===== src/design/mfi_pkg.sv =====
// ----------------------------------------------------------------------------
// mfi_pkg: shared types and constants for mesh face index lookup
// Effective-count widths, region and shape codes, pipeline stage payloads.
// ----------------------------------------------------------------------------
package mfi_pkg;

    localparam int MAX_SEGMENTS  = 256;
    localparam int FRACTION_BITS = 16;

    localparam int CFG_W     = 9;
    localparam int CFG_IDX_W = 3;
    localparam int SHAPE_W   = 3;
    localparam int REGION_W  = 3;
    localparam int FACE_W    = 18;

    // effective count holds 1..MAX_SEGMENTS
    localparam int CNT_W = $clog2(MAX_SEGMENTS + 1);
    // row term reaches hs + h + floor(v*hs), below 2*MAX_SEGMENTS
    localparam int ROW_W = $clog2(2 * MAX_SEGMENTS + 1);

    typedef enum logic [SHAPE_W-1:0] {
        SHAPE_CYLINDER = 3'd0,
        SHAPE_SPHERE   = 3'd1,
        SHAPE_CAPSULE  = 3'd2,
        SHAPE_CONE     = 3'd3,
        SHAPE_TORUS    = 3'd4
    } t_shape;

    localparam logic [REGION_W-1:0] REGION_TOP        = 3'd0;
    localparam logic [REGION_W-1:0] REGION_BOTTOM     = 3'd1;
    localparam logic [REGION_W-1:0] REGION_BASE       = 3'd2;
    localparam logic [REGION_W-1:0] REGION_SIDE       = 3'd3;
    localparam logic [REGION_W-1:0] REGION_TOP_CAP    = 3'd4;
    localparam logic [REGION_W-1:0] REGION_BOTTOM_CAP = 3'd5;

    localparam logic [CFG_IDX_W-1:0] CFG_SHAPE     = 3'd0;
    localparam logic [CFG_IDX_W-1:0] CFG_AROUND    = 3'd1;
    localparam logic [CFG_IDX_W-1:0] CFG_HEIGHT    = 3'd2;
    localparam logic [CFG_IDX_W-1:0] CFG_RING      = 3'd3;
    localparam logic [CFG_IDX_W-1:0] CFG_TUBE      = 3'd4;
    localparam logic [CFG_IDX_W-1:0] CFG_LONGITUDE = 3'd5;
    localparam logic [CFG_IDX_W-1:0] CFG_LATITUDE  = 3'd6;

    typedef enum logic [1:0] {
        ROW_NONE = 2'd0,
        ROW_U    = 2'd1,
        ROW_V    = 2'd2
    } t_row_src;

    typedef enum logic [1:0] {
        COL_U     = 2'd0,
        COL_V     = 2'd1,
        COL_CONST = 2'd2
    } t_col_src;

    typedef struct packed {
        logic [SHAPE_W-1:0] shape;
        logic [CNT_W-1:0]   around;
        logic [CNT_W-1:0]   height;
        logic [CNT_W-1:0]   ring;
        logic [CNT_W-1:0]   tube;
        logic [CNT_W-1:0]   longitude;
        logic [CNT_W-1:0]   latitude;
    } t_cfg_eff;

    // face = (row_base + row cell) * stride + column term
    typedef struct packed {
        logic [CNT_W-1:0] cell_u;
        logic [CNT_W-1:0] cell_v;
        logic [ROW_W-1:0] row_base;
        t_row_src         row_src;
        t_col_src         col_src;
        logic [CNT_W-1:0] col_const;
        logic [CNT_W-1:0] stride;
    } t_s2;

    typedef struct packed {
        logic [ROW_W-1:0] row;
        logic [CNT_W-1:0] col;
        logic [CNT_W-1:0] stride;
    } t_s3;

    // zero reads as one, oversize reads as MAX_SEGMENTS
    function automatic logic [CNT_W-1:0] eff_count(input logic [CFG_W-1:0] c);
        logic [CNT_W-1:0] res;
        if (c == '0) begin
            res = CNT_W'(1);
        end else if (int'(c) > MAX_SEGMENTS) begin
            res = CNT_W'(MAX_SEGMENTS);
        end else begin
            res = CNT_W'(c);
        end
        return res;
    endfunction

endpackage


===== src/design/mesh_face_index_from_uv_core.sv =====
// ----------------------------------------------------------------------------
// mesh_face_index_from_uv_core: face index lookup for one attachment point
// Maps region code and u/v fractions to a face index of the configured shape.
// ----------------------------------------------------------------------------
// Throughput: one request per cycle while the result side is not stalled;
//   four register stages, each bounded by one narrow multiply or
//   add-and-select (cell multiplies, multiply-add).
// Reset: synchronous, active low; empties all stages and loads register
//   defaults (cylinder, 16 around, 1 high, torus 16x8, sphere 16x8).
// ----------------------------------------------------------------------------
module mesh_face_index_from_uv_core #(
    parameter int FRACTION_BITS = mfi_pkg::FRACTION_BITS
) (
    input  logic                             i_clk,
    input  logic                             i_rst_n,
    // configuration write port
    input  logic                             i_cfg_we,
    input  logic [mfi_pkg::CFG_IDX_W-1:0]    i_cfg_index,
    input  logic [mfi_pkg::CFG_W-1:0]        i_cfg_wdata,
    // request channel
    input  logic                             i_in_valid,
    output logic                             o_in_ready,
    input  logic [mfi_pkg::REGION_W-1:0]     i_region_code,
    input  logic [FRACTION_BITS-1:0]         i_u_frac,
    input  logic [FRACTION_BITS-1:0]         i_v_frac,
    // result channel
    output logic                             o_out_valid,
    input  logic                             i_out_ready,
    output logic [mfi_pkg::FACE_W-1:0]       o_face_index
);

    // Effective counts (zero as one, capped) read unshadowed from the registers.
    // The user changes registers only while the pipe is empty; not enforced.
    mfi_pkg::t_cfg_eff cfg;

    // stage 2 -> stage 3 handoff
    logic              s2_valid;
    logic              s2_ready;
    mfi_pkg::t_s2      s2;

    mfi_cfg_regs u_cfg_regs (
        .i_clk       (i_clk),
        .i_rst_n     (i_rst_n),
        .i_cfg_we    (i_cfg_we),
        .i_cfg_index (i_cfg_index),
        .i_cfg_wdata (i_cfg_wdata),
        .o_cfg       (cfg)
    );

    // Stage 1: clamp u/v to 0.999 and register the request.
    // Stage 2: choose counts by shape and region, form the column and row
    //   cells floor(u*N) and floor(v*M), and decode how they combine.
    //   Sphere poles/bands and capsule hemispheres all reduce to
    //   (row_base + cell) * stride + column.
    mfi_decode #(
        .FRACTION_BITS (FRACTION_BITS)
    ) u_decode (
        .i_clk         (i_clk),
        .i_rst_n       (i_rst_n),
        .i_cfg         (cfg),
        .i_in_valid    (i_in_valid),
        .o_in_ready    (o_in_ready),
        .i_region_code (i_region_code),
        .i_u_frac      (i_u_frac),
        .i_v_frac      (i_v_frac),
        .o_s2_valid    (s2_valid),
        .i_s2_ready    (s2_ready),
        .o_s2          (s2)
    );

    // Stage 3: pick row and column terms.
    // Stage 4: one multiply-add into the output register, masked to 18 bits.
    mfi_index u_index (
        .i_clk        (i_clk),
        .i_rst_n      (i_rst_n),
        .i_s2_valid   (s2_valid),
        .o_s2_ready   (s2_ready),
        .i_s2         (s2),
        .o_out_valid  (o_out_valid),
        .i_out_ready  (i_out_ready),
        .o_face_index (o_face_index)
    );

endmodule


===== src/design/mfi_cfg_regs.sv =====
// ----------------------------------------------------------------------------
// mfi_cfg_regs: configuration register file
// Holds shape and segment counts, presents them as effective counts.
// ----------------------------------------------------------------------------
module mfi_cfg_regs (
    input  logic                             i_clk,
    input  logic                             i_rst_n,
    input  logic                             i_cfg_we,
    input  logic [mfi_pkg::CFG_IDX_W-1:0]    i_cfg_index,
    input  logic [mfi_pkg::CFG_W-1:0]        i_cfg_wdata,
    output mfi_pkg::t_cfg_eff                o_cfg
);

    logic [mfi_pkg::SHAPE_W-1:0] r_shape;
    logic [mfi_pkg::CFG_W-1:0]   r_around;
    logic [mfi_pkg::CFG_W-1:0]   r_height;
    logic [mfi_pkg::CFG_W-1:0]   r_ring;
    logic [mfi_pkg::CFG_W-1:0]   r_tube;
    logic [mfi_pkg::CFG_W-1:0]   r_longitude;
    logic [mfi_pkg::CFG_W-1:0]   r_latitude;

    always_ff @(posedge i_clk) begin
        if (!i_rst_n) begin
            r_shape     <= mfi_pkg::SHAPE_CYLINDER;
            r_around    <= mfi_pkg::CFG_W'(16);
            r_height    <= mfi_pkg::CFG_W'(1);
            r_ring      <= mfi_pkg::CFG_W'(16);
            r_tube      <= mfi_pkg::CFG_W'(8);
            r_longitude <= mfi_pkg::CFG_W'(16);
            r_latitude  <= mfi_pkg::CFG_W'(8);
        end else if (i_cfg_we) begin
            case (i_cfg_index)
                mfi_pkg::CFG_SHAPE:     r_shape     <= i_cfg_wdata[mfi_pkg::SHAPE_W-1:0];
                mfi_pkg::CFG_AROUND:    r_around    <= i_cfg_wdata;
                mfi_pkg::CFG_HEIGHT:    r_height    <= i_cfg_wdata;
                mfi_pkg::CFG_RING:      r_ring      <= i_cfg_wdata;
                mfi_pkg::CFG_TUBE:      r_tube      <= i_cfg_wdata;
                mfi_pkg::CFG_LONGITUDE: r_longitude <= i_cfg_wdata;
                mfi_pkg::CFG_LATITUDE:  r_latitude  <= i_cfg_wdata;
                default: ;
            endcase
        end
    end

    always_comb begin
        o_cfg.shape     = r_shape;
        o_cfg.around    = mfi_pkg::eff_count(r_around);
        o_cfg.height    = mfi_pkg::eff_count(r_height);
        o_cfg.ring      = mfi_pkg::eff_count(r_ring);
        o_cfg.tube      = mfi_pkg::eff_count(r_tube);
        o_cfg.longitude = mfi_pkg::eff_count(r_longitude);
        o_cfg.latitude  = mfi_pkg::eff_count(r_latitude);
    end

endmodule


===== src/design/mfi_decode.sv =====
// ----------------------------------------------------------------------------
// mfi_decode: input stage and cell stage
// Clamps u/v, picks counts per shape and region, computes floor(u*N), floor(v*M).
// ----------------------------------------------------------------------------
module mfi_decode #(
    parameter int FRACTION_BITS = mfi_pkg::FRACTION_BITS
) (
    input  logic                           i_clk,
    input  logic                           i_rst_n,
    input  mfi_pkg::t_cfg_eff              i_cfg,
    input  logic                           i_in_valid,
    output logic                           o_in_ready,
    input  logic [mfi_pkg::REGION_W-1:0]   i_region_code,
    input  logic [FRACTION_BITS-1:0]       i_u_frac,
    input  logic [FRACTION_BITS-1:0]       i_v_frac,
    output logic                           o_s2_valid,
    input  logic                           i_s2_ready,
    output mfi_pkg::t_s2                   o_s2
);

    localparam int CNT_W = mfi_pkg::CNT_W;
    localparam int ROW_W = mfi_pkg::ROW_W;
    localparam int PRD_W = FRACTION_BITS + CNT_W;
    // floor(0.999 * 2^FRACTION_BITS)
    localparam logic [FRACTION_BITS-1:0] FracClamp =
        FRACTION_BITS'((64'd999 * (64'd1 << FRACTION_BITS)) / 64'd1000);

    logic                           r_s1_valid;
    logic [mfi_pkg::REGION_W-1:0]   r_s1_region;
    logic [FRACTION_BITS-1:0]       r_s1_u;
    logic [FRACTION_BITS-1:0]       r_s1_v;
    logic                           r_s2_valid;
    mfi_pkg::t_s2                   r_s2;

    logic                           s1_free;
    logic                           s2_free;
    logic [FRACTION_BITS-1:0]       n_s1_u;
    logic [FRACTION_BITS-1:0]       n_s1_v;
    logic [CNT_W-1:0]               cnt_u;
    logic [CNT_W-1:0]               cnt_v;
    logic [CNT_W-1:0]               around_half;
    logic [CNT_W-1:0]               hs;
    logic [PRD_W-1:0]               prod_u;
    logic [PRD_W-1:0]               prod_v;
    mfi_pkg::t_s2                   n_s2;

    assign s2_free    = !r_s2_valid || i_s2_ready;
    assign s1_free    = !r_s1_valid || s2_free;
    assign o_in_ready = s1_free;
    assign o_s2_valid = r_s2_valid;
    assign o_s2       = r_s2;

    assign n_s1_u = (i_u_frac > FracClamp) ? FracClamp : i_u_frac;
    assign n_s1_v = (i_v_frac > FracClamp) ? FracClamp : i_v_frac;

    // capsule hemisphere stacks: max(2, N/2)
    assign around_half = i_cfg.around >> 1;
    assign hs          = (around_half < CNT_W'(2)) ? CNT_W'(2) : around_half;

    always_comb begin
        cnt_u          = i_cfg.around;
        cnt_v          = i_cfg.height;
        n_s2.row_base  = '0;
        n_s2.row_src   = mfi_pkg::ROW_NONE;
        n_s2.col_src   = mfi_pkg::COL_CONST;
        n_s2.col_const = '0;
        n_s2.stride    = i_cfg.around;
        case (i_cfg.shape)
            mfi_pkg::SHAPE_CYLINDER: begin
                if (r_s1_region == mfi_pkg::REGION_TOP) begin
                    n_s2.row_base = ROW_W'(i_cfg.height);
                end else if (r_s1_region == mfi_pkg::REGION_BOTTOM) begin
                    n_s2.row_base  = ROW_W'(i_cfg.height);
                    n_s2.col_const = CNT_W'(1);
                end else begin
                    n_s2.row_src = mfi_pkg::ROW_V;
                    n_s2.col_src = mfi_pkg::COL_U;
                end
            end
            mfi_pkg::SHAPE_CONE: begin
                if (r_s1_region == mfi_pkg::REGION_BASE) begin
                    n_s2.col_const = i_cfg.around;
                end else begin
                    n_s2.col_src = mfi_pkg::COL_U;
                end
            end
            mfi_pkg::SHAPE_TORUS: begin
                cnt_u        = i_cfg.ring;
                cnt_v        = i_cfg.tube;
                n_s2.row_src = mfi_pkg::ROW_U;
                n_s2.col_src = mfi_pkg::COL_V;
                n_s2.stride  = i_cfg.tube;
            end
            mfi_pkg::SHAPE_SPHERE: begin
                // poles and bands collapse to floor(v*T) rows of S faces
                cnt_u        = i_cfg.longitude;
                cnt_v        = i_cfg.latitude;
                n_s2.row_src = mfi_pkg::ROW_V;
                n_s2.col_src = mfi_pkg::COL_U;
                n_s2.stride  = i_cfg.longitude;
            end
            mfi_pkg::SHAPE_CAPSULE: begin
                if (r_s1_region == mfi_pkg::REGION_TOP ||
                    r_s1_region == mfi_pkg::REGION_TOP_CAP) begin
                    cnt_v        = hs;
                    n_s2.row_src = mfi_pkg::ROW_V;
                    n_s2.col_src = mfi_pkg::COL_U;
                end else if (r_s1_region == mfi_pkg::REGION_SIDE) begin
                    n_s2.row_base = ROW_W'(hs);
                    n_s2.row_src  = mfi_pkg::ROW_V;
                    n_s2.col_src  = mfi_pkg::COL_U;
                end else if (r_s1_region == mfi_pkg::REGION_BOTTOM ||
                             r_s1_region == mfi_pkg::REGION_BOTTOM_CAP) begin
                    cnt_v         = hs;
                    n_s2.row_base = ROW_W'(hs) + ROW_W'(i_cfg.height);
                    n_s2.row_src  = mfi_pkg::ROW_V;
                    n_s2.col_src  = mfi_pkg::COL_U;
                end
            end
            default: ;
        endcase
        prod_u      = PRD_W'(r_s1_u) * PRD_W'(cnt_u);
        prod_v      = PRD_W'(r_s1_v) * PRD_W'(cnt_v);
        n_s2.cell_u = prod_u[PRD_W-1:FRACTION_BITS];
        n_s2.cell_v = prod_v[PRD_W-1:FRACTION_BITS];
    end

    always_ff @(posedge i_clk) begin
        if (!i_rst_n) begin
            r_s1_valid <= 1'b0;
            r_s2_valid <= 1'b0;
        end else begin
            if (s1_free) begin
                r_s1_valid <= i_in_valid;
            end
            if (s2_free) begin
                r_s2_valid <= r_s1_valid;
            end
        end
    end

    always_ff @(posedge i_clk) begin
        if (s1_free) begin
            r_s1_region <= i_region_code;
            r_s1_u      <= n_s1_u;
            r_s1_v      <= n_s1_v;
        end
        if (s2_free) begin
            r_s2 <= n_s2;
        end
    end

endmodule


===== src/design/mfi_index.sv =====
// ----------------------------------------------------------------------------
// mfi_index: row/column stage and multiply-add output stage
// Forms row and column terms, then face = row * stride + column.
// ----------------------------------------------------------------------------
module mfi_index (
    input  logic                         i_clk,
    input  logic                         i_rst_n,
    input  logic                         i_s2_valid,
    output logic                         o_s2_ready,
    input  mfi_pkg::t_s2                 i_s2,
    output logic                         o_out_valid,
    input  logic                         i_out_ready,
    output logic [mfi_pkg::FACE_W-1:0]   o_face_index
);

    localparam int CNT_W = mfi_pkg::CNT_W;
    localparam int ROW_W = mfi_pkg::ROW_W;
    localparam int SUM_W = ROW_W + CNT_W + 1;

    logic                          r_s3_valid;
    mfi_pkg::t_s3                  r_s3;
    logic                          r_s4_valid;
    logic [mfi_pkg::FACE_W-1:0]    r_s4_face;

    logic                          s3_free;
    logic                          s4_free;
    logic [ROW_W-1:0]              row_cell;
    mfi_pkg::t_s3                  n_s3;
    logic [SUM_W-1:0]              sum;
    logic [mfi_pkg::FACE_W-1:0]    n_s4_face;

    assign s4_free      = !r_s4_valid || i_out_ready;
    assign s3_free      = !r_s3_valid || s4_free;
    assign o_s2_ready   = s3_free;
    assign o_out_valid  = r_s4_valid;
    assign o_face_index = r_s4_face;

    always_comb begin
        case (i_s2.row_src)
            mfi_pkg::ROW_U: row_cell = ROW_W'(i_s2.cell_u);
            mfi_pkg::ROW_V: row_cell = ROW_W'(i_s2.cell_v);
            default:        row_cell = '0;
        endcase
        case (i_s2.col_src)
            mfi_pkg::COL_U: n_s3.col = i_s2.cell_u;
            mfi_pkg::COL_V: n_s3.col = i_s2.cell_v;
            default:        n_s3.col = i_s2.col_const;
        endcase
        n_s3.row    = i_s2.row_base + row_cell;
        n_s3.stride = i_s2.stride;
    end

    assign sum       = SUM_W'(r_s3.row) * SUM_W'(r_s3.stride) + SUM_W'(r_s3.col);
    assign n_s4_face = mfi_pkg::FACE_W'(sum);

    always_ff @(posedge i_clk) begin
        if (!i_rst_n) begin
            r_s3_valid <= 1'b0;
            r_s4_valid <= 1'b0;
        end else begin
            if (s3_free) begin
                r_s3_valid <= i_s2_valid;
            end
            if (s4_free) begin
                r_s4_valid <= r_s3_valid;
            end
        end
    end

    always_ff @(posedge i_clk) begin
        if (s3_free) begin
            r_s3 <= n_s3;
        end
        if (s4_free) begin
            r_s4_face <= n_s4_face;
        end
    end

endmodule


===== config.mk =====
export PLATFORM = sky130hd
export DESIGN_NAME = mesh_face_index_from_uv_core
export DESIGN_NICKNAME = d
export VERILOG_FILES = /design/src/design/mfi_pkg.sv /design/src/design/mesh_face_index_from_uv_core.sv /design/src/design/mfi_cfg_regs.sv /design/src/design/mfi_decode.sv /design/src/design/mfi_index.sv
export SDC_FILE = /design/constraint.sdc
export NUM_CORES = 1
export LEC_CHECK = 0
export BUFFER_PORTS_ARGS = -buffer_cell sky130_fd_sc_hd__buf_2
export CORE_AREA = 2 2 205 207
export DETAILED_ROUTE_END_ITERATION = 6
export DIE_AREA = 0 0 207 209
export PLACE_DENSITY = 0.73
export SETUP_SLACK_MARGIN = 0.4
export SKIP_CTS_REPAIR_TIMING = 1
export SLEW_MARGIN = 20
export SYNTH_ARGS = -nofsm -noshare
export SYNTH_HDL_FRONTEND = slang
export SYNTH_SLANG_ARGS = --single-unit
export TNS_END_PERCENT = 30

===== constraint.sdc =====
create_clock -name i_clk -period 8.69 [get_ports i_clk]
set_input_delay 1.3035 -clock i_clk [delete_from_list [all_inputs] [get_ports i_clk]]
set_output_delay 1.3035 -clock i_clk [all_outputs]
set_load 0.01 [all_outputs]

==> reports/metrics.csv <==
stage,metric,value,unit
outcome,status,"finished, final reports clean",
logic_synthesis,Syn Area/Cell,9.58,um^2
finish,"commonest non-fill, non-tap cell in the layout",nand2_1,
clocking,CTS Root Buffer Type,clkbuf_16,
grt,total congestion overflow,0,
min_path,Hold Crit Class,flop to flop,
setup_path,worst path bufs/invs,1,
setup_path,critical path's most frequent cell,fa_1,
logic_synthesis,Synth Register Bits,191,
clocking,clock slew at reported path FFs,0.08,ns
setup_path,"Critical Path, Cell by Cell",nor2b_2 > nand2_2 > nor2_1 > a221o_1 > nand2_1 > fa_1 > inv_1 > fa_1 > fa_1 > fa_1 > ha_1 > a21o_1 > a21o_1 > a21o_1 > or4b_2 > a21oi_1 > o31ai_1 > o41ai_2 > o21bai_1 > xor2_1,
logic_synthesis,Synth cell types,67,
clocking,CTS tree,done,
finish,highest-count cells in the layout ignoring fill and taps,"355 x nand2_1, 294 x inv_1, 259 x fa_1",
floorplanning,row count,75,
timing,fin crit period,7.31,ns
logic_synthesis,"Seq/Total Area, Yosys",26.2,%
timing,RSZ-0062 raised after global routing,false,
floorplanning,Initial Util,47.4,%
setup_path,crit-path leading delay family,adder cells,
grt,pin count of the biggest net entering global routing,62,
finish,# nets final,2517,
clocking,H-tree levels,4,
place,GP Congestion,0.956,
timing,Highest Clock Rate,0.137,GHz
route,first-pass iteration count of the detailed router,5,
logic_synthesis,Synth Area in Adders,36.3,%
place,Port-buffer cells,71,
logic_synthesis,complex-gate fraction of the synthesized area,8.96,%
logic_synthesis,mux cell area share after synthesis,0.614,%
finish,# diodes,0,
timing,Final Hold Vio Count,0,
setup_path,WP data required,8.91,ns
power,PwrDens,120,nW/um^2
finish,share of cells above drive strength 1,6.68,%
grt,number of global-route vias before repair,14900,
route,"antenna viol nets, final",0,
logic_synthesis,Post-Syn Nets,2504,
logic_synthesis,Synth area leaders,"fa_1 27%, edfxtp_1 20%, ha_1 9.8%",
route,1st-iter DRT viols,762,
logic_synthesis,YS warnings,0,
power,Leakage,10.1,nW
place,HPWL reported at the end of detailed placement,35.2,mm
logic_synthesis,Post-synth EDFFs,130,
floorplanning,I/O pins,72,
route,Vias per Instance,5.37,
timing,ratio of final minimum period to clock period,84.1,%
logic_synthesis,post-synthesis xor/xnor area fraction,1.97,%
timing,Worst-Margin Slew,1.07,ns
setup_path,CP endpoint kind,flop,
route,DRC Markers,0,
timing,Worst Skew,0.0184,ns
floorplanning,Core Area,41300,um^2
setup_path,kind of critical path,flop to flop,
clocking,clock sinks,191,
logic_synthesis,Synth area leader,fa_1,
grt,initial antenna violation count,1,
floorplanning,die width,207,um
logic_synthesis,simple-gate share of the synthesized area,18.4,%
logic_synthesis,Async SR Flop Fraction,0,%
floorplanning,Die Y,209,um
route,Routed WL,44.1,mm
setup_path,CP max FO,17,
power,post-route total power,2.51,mW
logic_synthesis,Post-synth top flop,edfxtp_1,
clocking,worst skew pair latency,0.47,ns
timing,Final Worst Setup Slack,1.38,ns
setup_path,CP arrival,7.53,ns
floorplanning,die area,43300,um^2
finish,Area growth syn-to-layout,7.29,%
grt,first-pass GRT wire length,74.0,mm
setup_path,Max stage delay on crit path,0.70,ns
clocking,CTS max path bufs,2,
flow_run,reported max-cap violation count,0,
logic_synthesis,main combinational cell family by area after synthesis,adder cells,
clocking,Num CTS Buffers,17,
setup_path,slowest CP cell,a221o_1,
timing,"Slew Viols, Final",0,
grt,Total GRT Usage,21.3,%
logic_synthesis,cell area after synthesis,19600,um^2
power,worst vdd rail ir drop,139,uV
place,dpl ws,1.46,ns
timing,"Setup violations, final",0,
route,WL/cell,16.9,um
timing,slew margin rel.,28.2,%
logic_synthesis,share of the synthesized area in the top cell type,26.5,%
setup_path,Startpoint Class,flop,
logic_synthesis,Post-Syn Instances,2040,
timing,setup TNS,0,ns
route,Via Count,14000,
cells in the mapped netlist, drive strengths merged, types with 3 or more instances:
cell type / n
a221o: 5
a221oi: 4
o21ai: 29
and2: 178
buf: 18
a22oi: 17
inv: 297
o22ai: 8
a21o: 16
ha: 153
nand2b: 25
clkbuf: 70
a21oi: 56
o31ai: 4
o21bai: 13
nor2b: 36
o211ai: 6
and3: 6
nand3b: 4
nor2: 65
xnor2: 29
a31oi: 3
nand3: 21
fa: 259
nand4: 7
nor4: 7
a21boi: 50
nor3: 22
edfxtp: 130
mux2i: 12
xor2: 15
a211oi: 7
o21a: 6
or3: 4
or2: 4
a41oi: 3
nand2: 359
a211o: 6
dfxtp: 61
kinds of logic after synthesis:
family,count (synthesis)
buffers and inverters,386
adders and majority gates,412
AOI/OAI and AO/OA,249
and+or+nand+nor,746
DFF,191
xor gates and xnor gates,44
muxes,12
worst register-to-register path, stage by stage, from the launching register on:
cell	delay [ns]
dfxtp_1	0.67
nor2b_2	0.35
nand2_2	0.11
nor2_1	0.38
a221o_1	0.70
nand2_1	0.21
fa_1	0.56
inv_1	0.05
fa_1	0.51
fa_1	0.44
fa_1	0.50
ha_1	0.33
a21o_1	0.16
a21o_1	0.17
a21o_1	0.20
or4b_2	0.61
a21oi_1	0.23
o31ai_1	0.17
o41ai_2	0.41
o21bai_1	0.13
xor2_1	0.15
final cells by class:
type | count | area (um^2)
clock buffer | 18 | 439
clock inverter | 14 | 213
fill | 3754 | 20300
multi-input combinational | 1463 | 13000
tap | 539 | 674
sequential | 191 | 5120
inverter | 298 | 1120
timing repair buffer | 82 | 438
state kept, by name, summed over array words and instances (netlist names):
name,cells
u_cfg_regs.r_shape,3
u_decode.r_s1_u,16
u_cfg_regs.r_latitude,9
u_index.r_s3,28
u_decode.r_s1_region,3
u_decode.r_s1_valid,1
u_cfg_regs.r_tube,9
u_cfg_regs.r_ring,9
u_decode.r_s1_v,16
u_index.o_face_index,18
u_cfg_regs.r_longitude,9
u_cfg_regs.r_around,9
u_cfg_regs.r_height,9
u_index.r_s3_valid,1
u_decode.o_s2,49
u_decode.o_s2_valid,1
u_index.o_out_valid,1
path summary, 6_finish.rpt:
kind | from | endpoint | depth (start not counted) | slack (ns)
min reg2reg | u_decode.o_s2[3] | u_index.r_s3[3] | 0 | 0.43
max | u_cfg_regs.r_shape[2] | u_decode.o_s2[48] | 20 | 1.38
max reg2reg | u_cfg_regs.r_shape[2] | u_decode.o_s2[48] | 20 | 1.38
min | u_decode.o_s2[3] | u_index.r_s3[3] | 0 | 0.43
through the flow:
stage	area (um^2)	hold slack [ns]	instances	utilization [%]
finish	21000	0.428	2605	50.8
global route	21000	0.444	2605	50.8
CTS	21000	0.429	2605	50.8
detailed placement	20300	0.405	2573	49.2
global placement	20300	0.404	2573	49.2
floorplan	19600	0.400	2040	-
where the power goes:
part | leakage [nW] | internal [mW] | switching (mW)
logic | 7.81 | 0.221 | 0.310
clock network | 0.316 | 0.477 | 0.401
registers | 2.00 | 1.04 | 0.0658
total | 10.1 | 1.74 | 0.777
routing by layer:
| metal | up-vias | global-route usage, % | share of wire (%) |
|---|---|---|---|
| met5 | - | 0 | 0.020 |
| met4 | 2 | 7.91 | 2.8 |
| met1 | 6977 | 25.6 | 41 |
| met3 | 79 | 4.00 | 4.8 |
| met2 | 366 | 37.8 | 51 |
| li1 | 6557 | - | - |
(Power assumes the default switching activity.)
